===== src/hw/rtl/ordered_multiset_engine_defines.svh =====
// Assertion macros for the ordered multiset engine
`ifndef ORDERED_MULTISET_ENGINE_DEFINES_SVH
`define ORDERED_MULTISET_ENGINE_DEFINES_SVH
`ifndef NO_ASSERTIONS
// antecedent implies consequent in the same cycle
`define OME_ASSERT_IMP(lbl, clk, rst_n, ante, cons, msg) \
  lbl: assert property (@(posedge clk) disable iff (!rst_n) (ante) |-> (cons)) \
    else $error(msg);
// antecedent implies consequent in the next cycle
`define OME_ASSERT_NXT(lbl, clk, rst_n, ante, cons, msg) \
  lbl: assert property (@(posedge clk) disable iff (!rst_n) (ante) |=> (cons)) \
    else $error(msg);
`else
`define OME_ASSERT_IMP(lbl, clk, rst_n, ante, cons, msg)
`define OME_ASSERT_NXT(lbl, clk, rst_n, ante, cons, msg)
`endif
`endif


===== src/hw/rtl/ome_pkg.sv =====
`timescale 1ns / 1ps
package ome_pkg;
  localparam int CAP = 1024;
  localparam int AW  = $clog2(CAP);
  localparam int CW  = AW + 1;
  localparam logic [31:0] SIGN_BIAS = 32'h8000_0000;

  typedef enum logic [2:0] {
    CMD_INS  = 3'd0,
    CMD_DEL1 = 3'd1,
    CMD_DLT  = 3'd2,
    CMD_DGT  = 3'd3,
    CMD_DIV  = 3'd4,
    CMD_FIND = 3'd5,
    CMD_RANK = 3'd6,
    CMD_NONE = 3'd7
  } cmd_t;

  typedef enum logic [1:0] {
    AS_SCAN = 2'd0,
    AS_INS  = 2'd1,
    AS_RANK = 2'd2
  } addr_sel_t;

  // controller to datapath
  typedef struct packed {
    logic      load;
    logic      rd_en;
    addr_sel_t addr_sel;
    logic      scan_ev;
    logic      ins_shift;
    logic      ins_wr;
    logic      cnt_wp;
    logic      out_load;
  } ctl_t;

  // datapath to controller
  typedef struct packed {
    cmd_t cmd;
    logic full;
    logic empty;
    logic scan_last;
    logic ins_gt;
    logic ins_last;
    logic rank_ok;
    logic ival_ok;
    logic out_busy;
  } stat_t;
endpackage


===== src/hw/rtl/ome_ctrl.sv =====
`timescale 1ns / 1ps
module ome_ctrl (
  input  logic           clk,
  input  logic           rst_n,
  input  logic           in_valid,
  output logic           in_ready,
  input  ome_pkg::stat_t st,
  output ome_pkg::ctl_t  ctl
);
  typedef enum logic [9:0] {
    S_IDLE    = 10'b00_0000_0001,
    S_DISP    = 10'b00_0000_0010,
    S_SCAN_RD = 10'b00_0000_0100,
    S_SCAN_EV = 10'b00_0000_1000,
    S_FIN     = 10'b00_0001_0000,
    S_INS_RD  = 10'b00_0010_0000,
    S_INS_EV  = 10'b00_0100_0000,
    S_INS_WR  = 10'b00_1000_0000,
    S_RANK_RD = 10'b01_0000_0000,
    S_REPLY   = 10'b10_0000_0000
  } state_t;

  state_t state_r, state_nxt;

  assign in_ready = (state_r == S_IDLE);

  // next state and commands
  always_comb begin
    state_nxt    = state_r;
    ctl          = '0;
    ctl.addr_sel = ome_pkg::AS_SCAN;
    unique case (state_r)
      S_IDLE: begin
        if (in_valid) begin
          ctl.load  = 1'b1;
          state_nxt = S_DISP;
        end
      end
      S_DISP: begin
        unique case (st.cmd)
          ome_pkg::CMD_INS: begin
            if (st.full) state_nxt = S_IDLE;
            else if (st.empty) state_nxt = S_INS_WR;
            else state_nxt = S_INS_RD;
          end
          ome_pkg::CMD_DEL1, ome_pkg::CMD_DLT, ome_pkg::CMD_DGT,
          ome_pkg::CMD_FIND: begin
            state_nxt = st.empty ? S_FIN : S_SCAN_RD;
          end
          ome_pkg::CMD_DIV: begin
            if (!st.ival_ok) state_nxt = S_IDLE;
            else state_nxt = st.empty ? S_FIN : S_SCAN_RD;
          end
          ome_pkg::CMD_RANK: state_nxt = st.rank_ok ? S_RANK_RD : S_REPLY;
          default: state_nxt = S_IDLE;
        endcase
      end
      S_SCAN_RD: begin
        ctl.rd_en = 1'b1;
        state_nxt = S_SCAN_EV;
      end
      S_SCAN_EV: begin
        ctl.scan_ev = 1'b1;
        state_nxt   = st.scan_last ? S_FIN : S_SCAN_RD;
      end
      S_FIN: begin
        if (st.cmd == ome_pkg::CMD_FIND) state_nxt = S_REPLY;
        else begin
          ctl.cnt_wp = 1'b1;
          state_nxt  = S_IDLE;
        end
      end
      S_INS_RD: begin
        ctl.rd_en    = 1'b1;
        ctl.addr_sel = ome_pkg::AS_INS;
        state_nxt    = S_INS_EV;
      end
      S_INS_EV: begin
        if (st.ins_gt) begin
          ctl.ins_shift = 1'b1;
          state_nxt     = st.ins_last ? S_INS_WR : S_INS_RD;
        end else begin
          state_nxt = S_INS_WR;
        end
      end
      S_INS_WR: begin
        ctl.ins_wr = 1'b1;
        state_nxt  = S_IDLE;
      end
      S_RANK_RD: begin
        ctl.rd_en    = 1'b1;
        ctl.addr_sel = ome_pkg::AS_RANK;
        state_nxt    = S_REPLY;
      end
      S_REPLY: begin
        if (!st.out_busy) begin
          ctl.out_load = 1'b1;
          state_nxt    = S_IDLE;
        end
      end
      default: state_nxt = S_IDLE;
    endcase
  end

  always_ff @(posedge clk) begin
    if (!rst_n) state_r <= S_IDLE;
    else state_r <= state_nxt;
  end
endmodule


===== config.mk =====
export PLATFORM = sky130hd
export DESIGN_NAME = ome_ctrl
export DESIGN_NICKNAME = d
export VERILOG_FILES = /design/src/hw/rtl/ordered_multiset_engine_defines.svh /design/src/hw/rtl/ome_pkg.sv /design/src/hw/rtl/ome_ctrl.sv
export SDC_FILE = /design/constraint.sdc
export NUM_CORES = 1
export LEC_CHECK = 0
export BUFFER_PORTS_ARGS = -buffer_cell sky130_fd_sc_hd__buf_2
export CAP_MARGIN = 20
export CORE_MARGIN = 2
export CORE_UTILIZATION = 40
export CTS_CLUSTER_SIZE = 28
export DETAILED_ROUTE_END_ITERATION = 10
export MAX_ROUTING_LAYER = met4
export PLACE_DENSITY = 0.67
export SLEW_MARGIN = 40
export SYNTH_ARGS = -nofsm -noshare
export SYNTH_HDL_FRONTEND = slang
export SYNTH_SLANG_ARGS = --single-unit

===== constraint.sdc =====
create_clock -name clk -period 1.4 [get_ports clk]
set_input_delay 0.21 -clock clk [delete_from_list [all_inputs] [get_ports clk]]
set_output_delay 0.21 -clock clk [all_outputs]
set_load 0.005 [all_outputs]

==> results.toml, run 1 <==
[sta]
fin_crit_ns = 1.78
rsz0062_at_grt = "yes"
hold_violations = 0
max_freq_ghz = 0.562
whs_ns = 0.173
worst_pin_slew_ns = 0.411
skew_ns = 0.000432
fin_ws_ns = -0.380
fin_crit_sh = 1.27
slew_viol_final = 0
relSlewSlack = 0.724
setup_viol = 19

[floorplan]
core_area_um2 = 1760
num_rows = 15
io_pins = 24
die_area_um2 = 2300
start_util = 0.438
die_x_um = 47.9
die_y_um = 47.9

[critical_path]
cp_top_family = "simple AND/OR/NAND/NOR gates"
crit_required_ns = 1.19
crit_slowest_cell = "or4_4"
cp.arrival_ns = 1.57
crit_chain = "or2_4 > or4_4 > inv_2 > buf_6"
cp_max_fo = 3
worst-setup-path-type = "register to primary output"
path_buf_inv = 2
endpoint_kind = "primary output"
cpPeakStageDelay_ns = 0.51
worstSetupStartpointType = "register"

[power]
swShare = 0.286
max-vdd-ir-drop_mv = 0.471
pwr-share-seq = 0.351
p_clk_frac = 0.307
internal_power_mw = 0.601
p_switching_mw = 0.241
p_comb_frac = 0.342
p_leak_nw = 0.638
power.density_nw_per_um2 = 595

[outcome]
violations = "negative setup slack"
status = "complete, but fails checks"

[finish]
diodes = 0
largest_register = "state_r"
largest_reg_flops = 10
area_delta_synth_final_pct = 83.3
top_regs = "state_r x10"
fillers = 129
nets = 174
final_layout_size_suffix_gt1_frac = 0.623
fin_area_um2 = 1420

[global_routing]
grt_pass1_wl_um = 4170
grt_pass1_vias = 956
grt.overflow.total = 0
grt_usage = 0.275
grt_max_degree = 9
antenna_found_initial = 0

[routing]
avgViaCountPerCell = 5.60
avgRoutedWirePerCell_um = 15.5
drt-total-wl_um = 2860
ant_nets = 0
drtIter0Drc = 32
post-route-drc-count = 0
drtPass1Iterations = 5
vias = 1031

[placement]
post-dp-hpwl_um = 1780
port_buffers = 23
place.gp.congestion = 0.832
placed_area_um2 = 1090

[cts]
cts_hold_buf = 0
clockBufferDepth = 2
cts.reportedPaths.clkPinSlew_ns = 0.06
cts_buffers = 3
clk_root_buffer_cell = "clkbuf_4"
tritoncts = "done"
clock-sinks = 10
cts-htree-levels = 1
clock_latency_ns = 0.27

[synth]
syn_inst = 98
synth_seq_cells = 10
seq_area_frac_synth = 0.259
synthFlopType = "dfxtp_1"
synth_edf_count = 0
async_reset_ff_frac = 0
post-synth-top-area-fraction = 0.259
syn_area_um2 = 772
yosys_warnings = 0
syn_avg_cell_area_um2 = 7.88
synth_cell_type_count = 41
synth_area_leader_cell = "dfxtp_1"
synth_area_leaders = "dfxtp_1 (26%), nor2_1 (5.3%), nor3_4 (4.2%)"
syn_nets = 112

[flow_run]
drv_cap = 0

[worst_hold_path]
worstHoldPathType = "primary input to register"
-- layer usage --
metal  vias up  track usage  wire (um)
met1       481        0.280       1120
met2        47        0.483       1470
met3        10       0.0906        193
met4         0        0.108         72
li1        493            -          -
met5         -            -          0
-- worst register-to-register path: cells and delay by family (launching register included) --
kind | cells | cell delay [ns]
buffers and inverters | 1 | 0.17
flip-flops | 1 | 0.38
AO/OA/AOI/OAI | 3 | 0.58
AND/OR/NAND/NOR | 2 | 0.48
-- stage by stage --
stage          utilization  total power [mW]  setup WS, ns  instances  setup TNS (ns)
6_report             0.802             0.842        -0.380        184           -5.81
3_5_place_dp         0.619             0.484        -0.142        166           -1.24
5_1_grt              0.802             0.887        -0.453        184           -6.85
4_1_cts              0.745             0.799        -0.349        182           -3.89
3_3_place_gp         0.619             0.481        -0.134        166          -0.937
2_1_floorplan            -             0.394       -0.0158         98         -0.0158
-- cells in the final DEF (no fill, tap or decap), types with 3 or more instances in the layout --
| master | instances |
|---|---|
| buf_2 | 21 |
| nand2_1 | 6 |
| nand3_1 | 3 |
| nand4_1 | 3 |
| nor2_4 | 3 |
| dfxtp_4 | 4 |
| nor2_2 | 3 |
| nor2_1 | 5 |
| and4b_1 | 3 |
| clkbuf_4 | 3 |
| nor4_4 | 3 |
| inv_1 | 5 |
| o21ai_1 | 3 |
| or2_4 | 3 |
| buf_6 | 8 |
| nor3_2 | 3 |
| nor3_1 | 3 |
| buf_4 | 29 |
| dfxtp_2 | 4 |
-- area by class of cell --
class	instances	area, um^2	area share
Multi-Input combinational cell	80	672	0.475
Sequential cell	10	220	0.156
Clock buffer	4	36.3	0.0256
Tap cell	25	31.3	0.0221
Inverter	6	22.5	0.0159
Timing Repair Buffer	59	433	0.306
-- power by group through the flow --
stage                     Combinational [mW]  Sequential [mW]  Clock (mW)
final                                  0.288            0.295       0.258
after global routing                   0.306            0.297       0.284
after CTS                              0.241            0.296       0.262
after detailed placement               0.178            0.305           0
after global placement                 0.176            0.305           0
after floorplan                       0.0886            0.305           0
-- timing repair --
item / in CTS / in global routing
pin swaps: 14 / 15
endpoints found under the setup margin: 19 / 19
setup buffers: 13 / 4
gates resized for setup: 24 / 21
hold endpoints to repair: 0 / 0
-- synth_stat cells (2+ instances only) --
cell type   n
a211oi_1    2
a21oi_1     3
a32oi_1     2
and2_1      2
and3_1      2
and3b_1     2
and4b_1     3
dfxtp_1    10
inv_1       6
nand2_1     7
nand3_1     3
nand4_1     3
nor2_1     11
nor2b_1     2
nor3_1      6
nor3_4      2
nor4_1      3
nor4_2      2
o21a_1      2
o21ai_0     3
xor2_1      2
-- cell families (layout without fill, tap and decap cells) --
logic type,count (synthesis),in the layout,synth area share
AND/OR/NAND/NOR,59,59,0.499
AO/OA/AOI/OAI,19,19,0.169
flip-flops,10,10,0.259
buffers and inverters,8,69,0.0502
XOR/XNOR,2,2,0.0227
-- path summary, 6_finish.rpt --
path                                  from          to  slack (ns)  cells after the start
worst max-delay path            state_r[6]      ctl[7]       -0.38                      4
worst min-delay path                 st[2]  state_r[8]        0.17                      3
worst max register to register  state_r[2]  state_r[0]       -0.33                      6
worst min register to register  state_r[2]  state_r[3]        0.59                      2
Note: power is estimated with default switching activity, not from simulation.
==> run 2: changes to the inputs <==
--- a/config.mk
+++ b/config.mk
@@ -12,7 +12,6 @@
 export CTS_CLUSTER_SIZE = 28
 export DETAILED_ROUTE_END_ITERATION = 10
 export MAX_ROUTING_LAYER = met4
-export PLACE_DENSITY = 0.67
 export SLEW_MARGIN = 40
 export SYNTH_ARGS = -nofsm -noshare
 export SYNTH_HDL_FRONTEND = slang
==> constraint.sdc (replaced) <==
create_clock -name clk -period 2.1 [get_ports clk]
set_input_delay 0.315 -clock clk [delete_from_list [all_inputs] [get_ports clk]]
set_output_delay 0.315 -clock clk [all_outputs]
set_load 0.005 [all_outputs]
==> results.toml, run 2 (synthesis results as in run 1) <==
[power]
power_mw = 0.434
p_leak_nw = 0.424
power.density_nw_per_um2 = 460
max-vdd-ir-drop_mv = 0.228

[sta]
relSlewSlack = 0.757
max_freq_ghz = 0.511
setup_viol = 0
whs_ns = 0.258
fin_crit_sh = 0.932
fin_setup_tns_ns = 0
slew_viol_final = 0
fin_crit_ns = 1.96
worst_pin_slew_ns = 0.362
hold_violations = 0
rsz0062_at_grt = "no"
skew_ns = 0.000799

[worst_hold_path]
whs_path_depth = 3
worstHoldPathType = "primary input to register"
hold_path_end = "state_r[8]"
worstHoldStart = "st[2]"

[critical_path]
rr_worst_depth = 5
crit_slowest_cell = "dfxtp_1"
reg2reg_slack_ns = 0.50
crit_chain = "or2_4 > nor3_4 > and4b_1 > and2_1 > buf_2"
path_buf_inv = 1
worstSetupStartpointType = "register"
cp.arrival_ns = 1.64
cp_max_fo = 9
endpoint_kind = "primary output"
cpPeakStageDelay_ns = 0.39
cp_top_family = "simple AND/OR/NAND/NOR gates"
r2r-end = "state_r[5]"
reg2reg_from = "state_r[6]"
crit_required_ns = 1.78
worst-setup-path-type = "register to primary output"

[placement]
post-dp-hpwl_um = 1520
port_buffers = 23
place.gp.congestion = 0.842

[global_routing]
grt_pass1_wl_um = 3080
top_usage_layer = "met2"
grt_max_degree = 10
antenna_found_initial = 0
use_met3 = 0.0340
grtUsageMet1 = 0.252
grt_pass1_vias = 689
grt.overflow.total = 0
grt_use_met2 = 0.320
grt_usage = 0.207

[routing]
ant_nets = 0
post-route-drc-count = 0
vias = 795
avgRoutedWirePerCell_um = 12.7
drtIter0Drc = 19
drtPass1Iterations = 4
drt-total-wl_um = 1900
avgViaCountPerCell = 5.34

[finish]
regArea_um2 = 201
final_layout_size_suffix_gt1_frac = 0.306
area_delta_synth_final_pct = 22.2
nets = 140
final_common_cell = "buf_2"
largest_register = "state_r"
multiInputGateArea_um2 = 536
largest_reg_flops = 10
top_regs = "state_r x10"
diodes = 0
mostFrequentLayoutCells = "buf_2 (23), nor2_1 (11), dfxtp_1 (9)"
fillers = 191

[floorplan]
die_area_um2 = 2300
core_area_um2 = 1760
io_pins = 24
start_util = 0.438
die_x_um = 47.9
num_rows = 15
die_y_um = 47.9

[cts]
tritoncts = "done"
cts_buffers = 3
clockBufferDepth = 2
clk_root_buffer_cell = "clkbuf_4"
cts.reportedPaths.clkPinSlew_ns = 0.06
clock_latency_ns = 0.27
cts_hold_buf = 0
cts-htree-levels = 1
clock-sinks = 10

[outcome]
status = "completed"

[flow_run]
drv_cap = 0
run 2: worst max-delay path by stage:
stage / startpoint / to / slack [ns] / cells past startpoint
floorplan: state_r[5] / ctl[3] / 0.54 / 5
global placement: state_r[8] / ctl[7] / 0.41 / 5
detailed placement: state_r[8] / ctl[7] / 0.38 / 5
CTS: state_r[8] / ctl[7] / 0.09 / 5
global route: state_r[5] / ctl[3] / 0.05 / 5
finish: state_r[5] / ctl[3] / 0.14 / 5
run 2: metrics by stage:
stage,cell area (um^2),cells,setup slack (ns),utilization
2_1_floorplan,772,98,0.543,-
3_3_place_gp,902,144,0.406,0.511
3_5_place_dp,902,144,0.385,0.511
4_1_cts,925,147,0.0856,0.524
5_1_grt,943,149,0.0487,0.535
6_report,943,149,0.143,0.535
run 2: repair_timing:
action,CTS,global route
buffers inserted,0,2
setup endpoints to repair,0,2
gates resized for setup,0,2
run 2: final cells by class:
class                           instances  share of cell area
Clock buffer                            3              0.0239
Inverter                                6              0.0239
Multi-Input combinational cell         80               0.568
Sequential cell                        10               0.214
Tap cell                               25              0.0332
Timing Repair Buffer                   25               0.138
run 2: where the power goes:
part | internal [mW] | leakage [nW] | switching [mW] | total, mW
Sequential | 0.194 | 0.0815 | 0.00552 | 0.200
Clock | 0.0665 | 0.0138 | 0.0696 | 0.136
Combinational | 0.0468 | 0.328 | 0.0517 | 0.0985
Total | 0.307 | 0.424 | 0.127 | 0.434
run 2: tightest hold or removal path, stage by stage:
cell	delay, ns
buf_2	0.10
nand2_1	0.05
nor2_1	0.03
run 2: routing by layer:
metal	share of wire	wire length, um
met5	0	0
met4	0.026	49
met3	0.046	87
met2	0.45	849
met1	0.48	912
